===== src/rtl/seen_device_dedup_table_assert.svh =====
// ----------------------------------------------------------------------------
// seen device dedup table assertion macros
// shared property wrappers, clocked on clk and reset by arst_n
// ----------------------------------------------------------------------------
`ifndef SEEN_DEVICE_DEDUP_TABLE_ASSERT_SVH
`define SEEN_DEVICE_DEDUP_TABLE_ASSERT_SVH

// same-cycle implication
`define SDD_ASSERT_NOW(label, ante, cons) \
	label: assert property (@(posedge clk) disable iff (!arst_n) (ante) |-> (cons)) \
		else $error("sdd assertion failed");

// next-cycle implication
`define SDD_ASSERT_NEXT(label, ante, cons) \
	label: assert property (@(posedge clk) disable iff (!arst_n) (ante) |=> (cons)) \
		else $error("sdd assertion failed");

`endif


===== src/rtl/sdd_pkg.sv =====
// ----------------------------------------------------------------------------
// sdd_pkg
// types, widths and helpers shared by the dedup table cells and top level
// ----------------------------------------------------------------------------
package sdd_pkg;

	localparam int TABLE_DEPTH = 16;
	localparam int IDX_W = (TABLE_DEPTH > 1) ? $clog2(TABLE_DEPTH) : 1;
	localparam int CNT_W = $clog2(TABLE_DEPTH + 1);

	localparam int ADDR_W = 48;
	localparam int TIME_W = 32;
	localparam int RSSI_W = 8;
	localparam int TIER_W = 2;
	localparam int SLOT_W = 4;
	localparam int OCC_W = 5;

	localparam logic [TIME_W-1:0] COOLDOWN_RESET = 32'd30000;

	typedef enum logic [1:0] {
		ST_IDLE,
		ST_SEARCH,
		ST_DECIDE
	} state_t;

	// search token walking down the cell row
	typedef struct packed {
		logic              live;
		logic [ADDR_W-1:0] addr;
		logic              found;
		logic [IDX_W-1:0]  hit_idx;
		logic [TIME_W-1:0] hit_last;
		logic [TIME_W-1:0] min_last;
		logic [IDX_W-1:0]  min_idx;
	} tok_t;

	// table update broadcast to all cells
	typedef struct packed {
		logic              en;
		logic              fill;
		logic [IDX_W-1:0]  idx;
		logic [ADDR_W-1:0] addr;
		logic [TIME_W-1:0] now;
		logic [RSSI_W-1:0] rssi;
		logic [TIER_W-1:0] tier;
		logic              cam;
	} wr_t;

	function automatic logic [SLOT_W-1:0] to_slot(input logic [IDX_W-1:0] i);
		logic [IDX_W+SLOT_W-1:0] t;
		t = {{SLOT_W{1'b0}}, i};
		return t[SLOT_W-1:0];
	endfunction

	function automatic logic [OCC_W-1:0] to_occ(input logic [CNT_W-1:0] c);
		logic [CNT_W+OCC_W-1:0] t;
		t = {{OCC_W{1'b0}}, c};
		return t[OCC_W-1:0];
	endfunction

endpackage


===== src/rtl/seen_device_dedup_table.sv =====
// ----------------------------------------------------------------------------
// seen_device_dedup_table
// cooldown dedup of device detections over a row of table cells
// ----------------------------------------------------------------------------
// One detection is handled at a time. A search token enters the first cell at
// the accepting edge and moves one cell per cycle, collecting the first
// address match and the oldest last-seen entry. The token from the last cell
// is registered on entry to a decision state, in which the table is updated
// and the result registered. The input opens again the cycle after the
// decision, so a new detection is only taken once the previous one has
// been decided. The decision waits while a previous result is still
// pending on the output. No clearing pass is needed after reset.
module seen_device_dedup_table (
	input  logic                       clk,
	input  logic                       arst_n,
	input  logic                       cfg_valid,
	output logic                       cfg_ready,
	input  logic [sdd_pkg::TIME_W-1:0] cooldown_ms,
	input  logic                       in_valid,
	output logic                       in_ready,
	input  logic [sdd_pkg::ADDR_W-1:0] device_address,
	input  logic [sdd_pkg::TIME_W-1:0] now_time,
	input  logic signed [sdd_pkg::RSSI_W-1:0] signal_strength,
	input  logic [sdd_pkg::TIER_W-1:0] confidence_tier,
	input  logic                       camera_flag,
	output logic                       out_valid,
	input  logic                       out_ready,
	output logic                       alert_passed,
	output logic [sdd_pkg::SLOT_W-1:0] slot_index,
	output logic                       new_entry,
	output logic                       evicted,
	output logic [sdd_pkg::OCC_W-1:0]  occupancy
);
	import sdd_pkg::*;
	`include "seen_device_dedup_table_assert.svh"

	state_t state_q;
	state_t state_nx;

	logic [TIME_W-1:0] cooldown_q;
	logic [CNT_W-1:0]  count_q;
	logic [CNT_W-1:0]  count_nx;

	logic [ADDR_W-1:0] addr_q;
	logic [TIME_W-1:0] now_q;
	logic [RSSI_W-1:0] rssi_q;
	logic [TIER_W-1:0] tier_q;
	logic              cam_q;
	tok_t              fin_q;

	logic              out_valid_q;
	logic              alert_q;
	logic [SLOT_W-1:0] slot_q;
	logic              new_q;
	logic              evict_q;
	logic [OCC_W-1:0]  occ_q;

	tok_t chain [TABLE_DEPTH+1];
	wr_t  wr;

	logic              in_fire;
	logic              search_done;
	logic              decide_go;
	logic [TIME_W-1:0] elapsed;
	logic              suppress;
	logic              full;
	logic [IDX_W-1:0]  tgt_idx;

	assign cfg_ready = 1'b1;
	assign in_fire = in_valid && in_ready;
	assign search_done = chain[TABLE_DEPTH].live;

	// token entering the first cell
	always_comb begin
		chain[0] = '0;
		chain[0].live = in_fire;
		chain[0].addr = device_address;
	end

	for (genvar g = 0; g < TABLE_DEPTH; g++) begin : g_cell
		sdd_cell u_cell (
			.clk      (clk),
			.arst_n   (arst_n),
			.cell_idx (IDX_W'(g)),
			.count    (count_q),
			.tok_in   (chain[g]),
			.tok_out  (chain[g+1]),
			.wr       (wr)
		);
	end

	// next state
	always_comb begin
		state_nx = state_q;
		unique case (state_q)
			ST_IDLE: begin
				if (in_fire) state_nx = ST_SEARCH;
			end
			ST_SEARCH: begin
				if (search_done) state_nx = ST_DECIDE;
			end
			ST_DECIDE: begin
				if (decide_go) state_nx = ST_IDLE;
			end
			default: state_nx = ST_IDLE;
		endcase
	end

	// state outputs
	always_comb begin
		in_ready = 1'b0;
		decide_go = 1'b0;
		unique case (state_q)
			ST_IDLE:   in_ready = 1'b1;
			ST_SEARCH: ;
			ST_DECIDE: decide_go = !out_valid_q || out_ready;
			default:   ;
		endcase
	end

	// wrapping age against the cooldown window
	assign elapsed = now_q - fin_q.hit_last;
	assign suppress = fin_q.found && (elapsed < cooldown_q);
	assign full = count_q == CNT_W'(TABLE_DEPTH);

	always_comb begin
		if (fin_q.found) begin
			tgt_idx = fin_q.hit_idx;
		end else if (full) begin
			tgt_idx = fin_q.min_idx;
		end else begin
			tgt_idx = count_q[IDX_W-1:0];
		end
	end

	always_comb begin
		wr.en = decide_go && !suppress;
		wr.fill = !fin_q.found;
		wr.idx = tgt_idx;
		wr.addr = addr_q;
		wr.now = now_q;
		wr.rssi = rssi_q;
		wr.tier = tier_q;
		wr.cam = cam_q;
	end

	always_comb begin
		count_nx = count_q;
		if (!fin_q.found && !full) count_nx = count_q + CNT_W'(1);
	end

	always_ff @(posedge clk or negedge arst_n) begin
		if (!arst_n) begin
			state_q <= ST_IDLE;
			cooldown_q <= COOLDOWN_RESET;
			count_q <= '0;
			out_valid_q <= 1'b0;
		end else begin
			state_q <= state_nx;
			if (cfg_valid && cfg_ready) cooldown_q <= cooldown_ms;
			if (decide_go) count_q <= count_nx;
			if (decide_go) begin
				out_valid_q <= 1'b1;
			end else if (out_ready) begin
				out_valid_q <= 1'b0;
			end
		end
	end

	always_ff @(posedge clk) begin
		if (in_fire) begin
			addr_q <= device_address;
			now_q <= now_time;
			rssi_q <= signal_strength;
			tier_q <= confidence_tier;
			cam_q <= camera_flag;
		end
		if (search_done) fin_q <= chain[TABLE_DEPTH];
		if (decide_go) begin
			alert_q <= !suppress;
			slot_q <= suppress ? '0 : to_slot(tgt_idx);
			new_q <= !fin_q.found;
			evict_q <= !fin_q.found && full;
			occ_q <= to_occ(count_nx);
		end
	end

	assign out_valid = out_valid_q;
	assign alert_passed = alert_q;
	assign slot_index = slot_q;
	assign new_entry = new_q;
	assign evicted = evict_q;
	assign occupancy = occ_q;

	`SDD_ASSERT_NOW(a_count_range, 1'b1, count_q <= CNT_W'(TABLE_DEPTH))
	`SDD_ASSERT_NEXT(a_accept_starts_search, in_fire, state_q == ST_SEARCH)
	`SDD_ASSERT_NOW(a_token_only_in_search, search_done, state_q == ST_SEARCH)
	`SDD_ASSERT_NOW(a_suppress_clean, out_valid && !alert_passed,
		!new_entry && !evicted && slot_index == '0)
	`SDD_ASSERT_NOW(a_evict_when_full, out_valid && evicted,
		new_entry && occupancy == to_occ(CNT_W'(TABLE_DEPTH)))

endmodule


===== src/rtl/sdd_cell.sv =====
// ----------------------------------------------------------------------------
// sdd_cell
// one table entry plus one stage of the search token pipeline
// ----------------------------------------------------------------------------
module sdd_cell (
	input  logic                      clk,
	input  logic                      arst_n,
	input  logic [sdd_pkg::IDX_W-1:0] cell_idx,
	input  logic [sdd_pkg::CNT_W-1:0] count,
	input  sdd_pkg::tok_t             tok_in,
	output sdd_pkg::tok_t             tok_out,
	input  sdd_pkg::wr_t              wr
);
	import sdd_pkg::*;

	logic [ADDR_W-1:0] addr_q;
	logic [TIME_W-1:0] last_q;
	logic [RSSI_W-1:0] rssi_q;
	logic [TIER_W-1:0] tier_q;
	logic              cam_q;

	logic live_q;
	tok_t tok_q;
	tok_t tok_nx;
	logic valid;
	logic hit;
	logic take_min;

	assign valid = CNT_W'(cell_idx) < count;
	assign hit = tok_in.live && valid && !tok_in.found && (addr_q == tok_in.addr);
	// min only matters when the table is full, so every cell is valid then
	assign take_min = (cell_idx == '0) || (last_q < tok_in.min_last);

	always_comb begin
		tok_nx = tok_in;
		if (hit) begin
			tok_nx.found = 1'b1;
			tok_nx.hit_idx = cell_idx;
			tok_nx.hit_last = last_q;
		end
		if (take_min) begin
			tok_nx.min_last = last_q;
			tok_nx.min_idx = cell_idx;
		end
	end

	always_ff @(posedge clk or negedge arst_n) begin
		if (!arst_n) begin
			live_q <= 1'b0;
		end else begin
			live_q <= tok_in.live;
		end
	end

	always_ff @(posedge clk) begin
		tok_q <= tok_nx;
	end

	always_comb begin
		tok_out = tok_q;
		tok_out.live = live_q;
	end

	always_ff @(posedge clk) begin
		if (wr.en && (wr.idx == cell_idx)) begin
			last_q <= wr.now;
			rssi_q <= wr.rssi;
			if (wr.fill) begin
				addr_q <= wr.addr;
				tier_q <= wr.tier;
				cam_q <= wr.cam;
			end
		end
	end

endmodule


===== config.mk =====
export PLATFORM = sky130hd
export DESIGN_NAME = seen_device_dedup_table
export DESIGN_NICKNAME = d
export VERILOG_FILES = /design/src/rtl/sdd_pkg.sv /design/src/rtl/seen_device_dedup_table.sv /design/src/rtl/sdd_cell.sv
export VERILOG_INCLUDE_DIRS = /design/src /design/src/rtl
export SDC_FILE = /design/constraint.sdc
export NUM_CORES = 2
export LEC_CHECK = 0
export BUFFER_PORTS_ARGS = -buffer_cell sky130_fd_sc_hd__clkbuf_2
export CORE_UTILIZATION = 25
export DETAILED_ROUTE_END_ITERATION = 8
export PLACE_DENSITY_LB_ADDON = 0.3
export REMOVE_ABC_BUFFERS = 1
export SLEW_MARGIN = 5
export SYNTH_ARGS = -nofsm -noshare
export SYNTH_HDL_FRONTEND = slang
export SYNTH_SLANG_ARGS = --single-unit

===== constraint.sdc =====
create_clock -name clk -period 19.8 [get_ports clk]
set_input_delay 1.98 -clock clk [delete_from_list [all_inputs] [get_ports clk]]
set_output_delay 1.98 -clock clk [all_outputs]
set_load 0.02 [all_outputs]

# Yosys cells after proc, flatten, opt, wreduce, memory -nomap -nowiden
# Index checks and enable logic that the tools add are counted.
word_totals:
  ff_bits: 3321
  latchBits: 0
  ramBits: 0
  rom_bits: 0
  in_bits: 128
  out_inout_bits: 15
  elab_cells: 377
  memories: 0
classes:
  addsub: 2
  mul: 0
  div: 0
  n_lt_le_gt_ge: 32
  eq_ne: 37
  shifts: 0
  muxes: 41
  n_bitwise: 1
  reduce_logical: 108
ops:
  columns: ["operator", "count"]
  rows:
  - ["== test 48 bit", 16]
  - ["less-than comparator 32 bit", 16]
  - ["2-to-1 mux 36 bit", 14]
  - ["2-to-1 mux 32 bit", 15]
  - ["logical AND 1 bit", 68]
  - ["less-than comparator 4 x 5 -> 1 bit (first input constant)", 8]
  - ["2-to-1 mux 37 bit", 1]
  - ["== test 4 bit (second input constant)", 8]
  - ["AND reduction 2 bit", 16]
  - ["subtractor 32 bit", 1]
  - ["less-than comparator 3 x 5 -> 1 bit (first input constant)", 4]
  - ["logical NOT 1 bit", 19]
  - ["== test 4 x 3 -> 1 bit (second input constant)", 4]
  - ["less-than comparator 1 x 5 -> 1 bit (first input constant)", 2]
  - ["less-than comparator 2 x 5 -> 1 bit (first input constant)", 2]
  - ["== test 4 x 2 -> 1 bit (second input constant)", 2]
  - ["2-to-1 mux 4 bit", 2]
  - ["2-to-1 mux 2 bit", 3]
  - ["case mux 2 bit (3 select lines)", 1]
  - ["adder 5 x 1 -> 5 bit (second input constant)", 1]
  - ["== test 5 bit (second input constant)", 1]
  - ["2-to-1 mux 5 bit", 1]
  - ["== test 4 x 1 -> 1 bit (second input constant)", 1]
  - ["logical NOT 4 bit", 1]
  - ["other kinds (10)", 14]

# Logic depth before layout (Yosys ltp)
depth:
  word_depth: 7
  depth_mapped: 19
  ltp_nobuf: 19

# Modules after synthesis
# A second synthesis with hierarchy kept.
hier_totals:
  cells_unflattened: 8466
  hier_area_um2: 126018.4
modules_own_cells:
  columns: ["module", "instances", "cells_per_inst", "area_per_inst_um2", "seq_area_each_um2"]
  rows:
  - ["sdd_cell (g_cell[0].u_cell ...)", 14, 484, 7329.5, 4849.7]
  - ["sdd_cell (g_cell[8].u_cell ...)", 2, 488, 7347.0, 4849.7]
  - ["seen_device_dedup_table", 1, 714, 8710.9, 5333.9]

# Least setup slack after synthesis
# Ideal clock, no wire load.
synth_timing:
  path_kind: "reg-to-reg"
  from: "register now_q[4]"
  to: "register g_cell[11].u_cell.addr_q[0] (enable)"
  setup_ps: 454
  arrival_ps: 5954
  required_time_ps: 19346
  setup_slack_ps: 13392
  path_stages_with_launch: 16
  path_buffers: 0
  synth_period_minus_slack_ps: 6408
  cell_sequence: "edfxtp_1 -> ha_1 -> a211oi_1 -> nor2_1 -> a311oi_1 -> o211ai_1 -> a2111oi_0 -> nor3_1 -> xor2_1 -> ha_1 -> nand4_1 -> or2_2 -> nor4_1 -> a21o_1 -> nand4_1 -> nor2_1"
synth_between:
  elab_chain_cells: 7
synth_lines:
  columns: ["element", "line", "rtl"]
  rows:
  - ["from (decl)", "seen_device_dedup_table.sv:45", "logic [TIME_W-1:0] now_q;"]
  - ["from (signal assigned)", "seen_device_dedup_table.sv:173", "now_q <= now_time;"]
  - ["subtractor 32 bit", "seen_device_dedup_table.sv:122", "assign elapsed = now_q - fin_q.hit_last;"]
  - ["less-than comparator 32 bit", "seen_device_dedup_table.sv:123", "assign suppress = fin_q.found && (elapsed < cooldown_q);"]
  - ["logical AND 1 bit", "seen_device_dedup_table.sv:123", null]
  - ["logical NOT 1 bit", "seen_device_dedup_table.sv:137", "wr.en = decide_go && !suppress;"]
  - ["logical AND 1 bit", "seen_device_dedup_table.sv:137", null]
  - ["logical AND 1 bit", "sdd_cell.sv:65", "if (wr.en && (wr.idx == cell_idx)) begin"]
  - ["AND reduction 2 bit (no source line)", null, null]
  - ["to (signal assigned)", "sdd_cell.sv:69", "addr_q <= wr.addr;"]
  - ["to (decl)", "sdd_cell.sv:16", "logic [ADDR_W-1:0] addr_q;"]
# No other way between the ends.
# A chain may end at the register's enable or synchronous reset.

# Final worst setup path
layout_timing:
  from: "register now_q[0]"
  to: "register g_cell[15].u_cell.last_q[9] (enable)"
layout_between:
  elab_chain_cells: 6
layout_lines:
  columns: ["element", "line", "rtl"]
  rows:
  - ["subtractor 32 bit", "seen_device_dedup_table.sv:122", null]
  - ["less-than comparator 32 bit", "seen_device_dedup_table.sv:123", null]
  - ["logical AND 1 bit", "seen_device_dedup_table.sv:123", null]
  - ["logical NOT 1 bit", "seen_device_dedup_table.sv:137", null]
  - ["logical AND 1 bit", "seen_device_dedup_table.sv:137", null]
  - ["logical AND 1 bit", "sdd_cell.sv:65", null]
  - ["to (signal assigned)", "sdd_cell.sv:66", "last_q <= wr.now;"]
  - ["to (decl)", "sdd_cell.sv:17", "logic [TIME_W-1:0] last_q;"]
# No other way between the ends.

==> results_dict.tcl <==
set metrics [dict create \
    dp_hpwl_mm 221.7 \
    avgViaCountPerCell 4.079 \
    finalSetupTns_ns 0 \
    clk_pin_slew_ns 0.06 \
    final-hold-violation-count 0 \
    track_usage 0.1251 \
    setup_violations 0 \
    end_kind "flop" \
    numClockSinks 3295 \
    cts_buffer_depth 4 \
    initial_core_util 0.2512 \
    netlist_instances 7925 \
    syn_to_final_growth_pct 17.24 \
    finClkSkew_ns 0.05686 \
    synthFlopType "dfxtp_1" \
    drt_wl_total_mm 302.1 \
    ys_seq_area_frac 0.6903 \
    critPathCapture "g_cell[15].u_cell.last_q[9]" \
    cp.depth 18 \
    syn_avg_cell_area_um2 14.70 \
    worst-path-max-fanout 32 \
    io_pins 143 \
    root_buffer "clkbuf_16" \
    crit_family "simple AND/OR/NAND/NOR gates" \
    dieArea_mm2 0.4686 \
    firstDrtPassIters 7 \
    cts_buffers 335 \
    critPathRequiredTime_ns 20.28 \
    ant_nets 0 \
    syn-cell-area_mm2 0.1165 \
    slew_violations 0 \
    coreArea_mm2 0.4636 \
    r2r_start "now_q[0]" \
    timing.rr.end "g_cell[15].u_cell.last_q[9]" \
    ctsResizeCount 0 \
    wire_per_inst_um 20.34 \
    grt_first_pass_wirelength_mm 435.4 \
    fill_cells 46190 \
    crit_slowest_cell "nor2_4" \
    h-tree-depth 5 \
    path_class "flop to flop" \
    vias 60590 \
    drv_cap 0 \
    tightest_slew_ns 1.201 \
    antenna_found_initial 45 \
    cp.buffers_inverters 2 \
    layout_setup_ws_ns 13.06 \
    startpoint "now_q[0]" \
    fin_crit_ns 6.736 \
    dr.first_iter.drc_count 4056 \
    grt_overflow 0 \
    fin_nets 9043 \
    finalWeightedCongestion 0.8502 \
    rsz0062_at_grt "no" \
    reg2reg_depth 18 \
    synth_async_sr_flop_share 0.01700 \
    ir_worst_vdd_uv 69.14 \
    arrival_ns 7.21 \
    cp_slowest_stage_delay_ns 0.93 \
    cp_cell_sequence "inv_1, ha_1, inv_1, fa_1, a21o_1, a221o_1, o2bb2ai_1, nor2_1, o21ai_0, a211oi_1, xnor2_1, ha_1, nand4_1, or2_2, nor4_1, a21o_1, nand2_1, nor2_4" \
    row_count 250 \
    placement.io_buffers 130 \
    ys_types 81 \
    p_leak_nw 53.01 \
    cts_setup_buffers 0 \
    cts_tree "done" \
    die_h_um 684.5 \
    ys_seq_elements 3295 \
    slew_headroom 0.1788 \
    synth_edf_count 1413 \
    ff2ff_setup_slack_ns 13.06 \
    post-route-period-util 0.3402 \
    grt_pass1_vias 63110 \
    drive_above_1_share 0.1991 \
    grt_max_degree 64 \
    status "complete, no violations" \
    p_per_area_mw_per_mm2 100.4 \
    drc 0 \
    post-place-ws_ns 12.88 \
    fmaxAchievable_mhz 148.5 \
    clock_latency_ns 0.88 \
    ys_warn_count 0 \
    die_w_um 684.5 \
    cts_hold_buf 0 \
    min_path_type "flop to flop" \
    cp-start-kind "flop" \
]
per-stage QoR:
step                utilization  total power, W  instances  hold slack, ns  area [µm²]
floorplan                     -        0.007428       7803          0.3308      115900
global placement         0.2706        0.007569      14220          0.3416      125500
detailed placement       0.2706        0.007569      14220          0.3470      125500
CTS                      0.2944         0.01388      14830          0.3480      136500
global route             0.2944         0.01417      14840          0.3569      136500
finish                   0.2945         0.01371      14850          0.3324      136500
flip-flops by register name (all words and copies together), names as in the netlist:
name	count
addr_q	48
fin_q	41
alert_passed	1
state_q	2
g_cell.u_cell.tok_out	1826
slot_index	4
cooldown_q	32
now_q	32
evicted	1
g_cell.u_cell.addr_q	768
new_entry	1
g_cell.u_cell.last_q	512
count_q	5
occupancy	5
g_cell.u_cell.live_q	16
out_valid	1
area by class of cell:
| class | instances | area [µm²] | area share |
|---|---|---|---|
| multi-input cells | 3863 | 33400 | 0.2446 |
| well taps | 6174 | 7725 | 0.05658 |
| clock buffers | 489 | 9849 | 0.07214 |
| inverters | 645 | 2421 | 0.01773 |
| flip-flops and latches | 3295 | 80400 | 0.5888 |
| clock inverters | 121 | 1171 | 0.008577 |
| diodes | 21 | 52.55 | 0.0003849 |
| repair buffers | 245 | 1516 | 0.01111 |
routing by layer:
metal	global-route usage	routed length, µm
met5	0	150
met4	0.03653	8273
met1	0.1658	137600
met2	0.2109	142300
met3	0.01864	13810
placed cells by master, fill, tap and decap left out, drive strengths merged, types with 129 or more instances in the layout:
cell,Yosys,final
a21oi,200,200
ha,529,529
nand2,259,259
nand4,214,214
xnor2,349,349
mux2,898,898
xor2,370,370
nor4,134,134
edfxtp,1413,1413
inv,644,660
nor2,129,129
dfxtp,1826,1826
clkbuf,63,618
worst min-delay path by stage:
stage | start | endpoint | slack, ns | cells past startpoint
4_1_cts | g_cell[6].u_cell.tok_out[84] | g_cell[7].u_cell.tok_out[84] | 0.35 | 0
3_3_place_gp | g_cell[0].u_cell.last_q[31] | g_cell[0].u_cell.tok_out[35] | 0.34 | 0
5_1_grt | g_cell[0].u_cell.last_q[23] | g_cell[0].u_cell.tok_out[27] | 0.36 | 0
2_1_floorplan | g_cell[9].u_cell.tok_out[101] | g_cell[10].u_cell.tok_out[101] | 0.33 | 0
6_report | g_cell[0].u_cell.last_q[23] | g_cell[0].u_cell.tok_out[27] | 0.33 | 0
3_5_place_dp | g_cell[0].u_cell.last_q[20] | g_cell[0].u_cell.tok_out[24] | 0.35 | 0
cell families after synthesis:
family | share of synthesized area
flops | 0.6903
mux | 0.08709
other cells | 0.00003220
simple gates | 0.04975
compound gates | 0.03628
buf+inv | 0.02542
xor+xnor | 0.05407
fa+ha+maj | 0.05701
report_power, final:
part | total [W] | switching, W | internal [W] | leakage, nW
combinational | 0.000188 | 0.000111 | 0.0000764 | 19.0
sequential | 0.00723 | 0.0000947 | 0.00714 | 28.6
clock | 0.00630 | 0.00258 | 0.00371 | 5.46
total | 0.0137 | 0.00279 | 0.0109 | 53.0
synthesized netlist by cell type, types with 11 or more instances:
cell / number / share of area
nor4_1: 129 / 0.0069
a21oi_1: 200 / 0.0086
nand3_1: 57 / 0.0024
a2111oi_0: 14 / 0.0011
mux2_1: 27 / 0.0026
o21ai_0: 114 / 0.0049
a211oi_1: 28 / 0.0018
dfxtp_1: 1826 / 0.31
o2bb2ai_1: 14 / 0.0011
nand2_1: 259 / 0.0083
xor2_1: 370 / 0.028
dfrtp_1: 49 / 0.011
inv_1: 644 / 0.021
a221oi_1: 21 / 0.0016
ha_1: 529 / 0.057
mux2_2: 871 / 0.084
xnor2_1: 349 / 0.026
nor2b_1: 39 / 0.0021
nand4_1: 212 / 0.011
nor3_1: 26 / 0.0011
or2_2: 35 / 0.0019
buf_2: 44 / 0.0019
clkbuf_1: 63 / 0.0020
o211ai_1: 11 / 0.00071
o22ai_1: 32 / 0.0017
and2_1: 57 / 0.0031
edfxtp_1: 1413 / 0.36
o21bai_1: 12 / 0.00077
nand2b_1: 61 / 0.0033
nor2_1: 129 / 0.0042
a21o_1: 122 / 0.0079
Power figures use the tool's default switching activity.
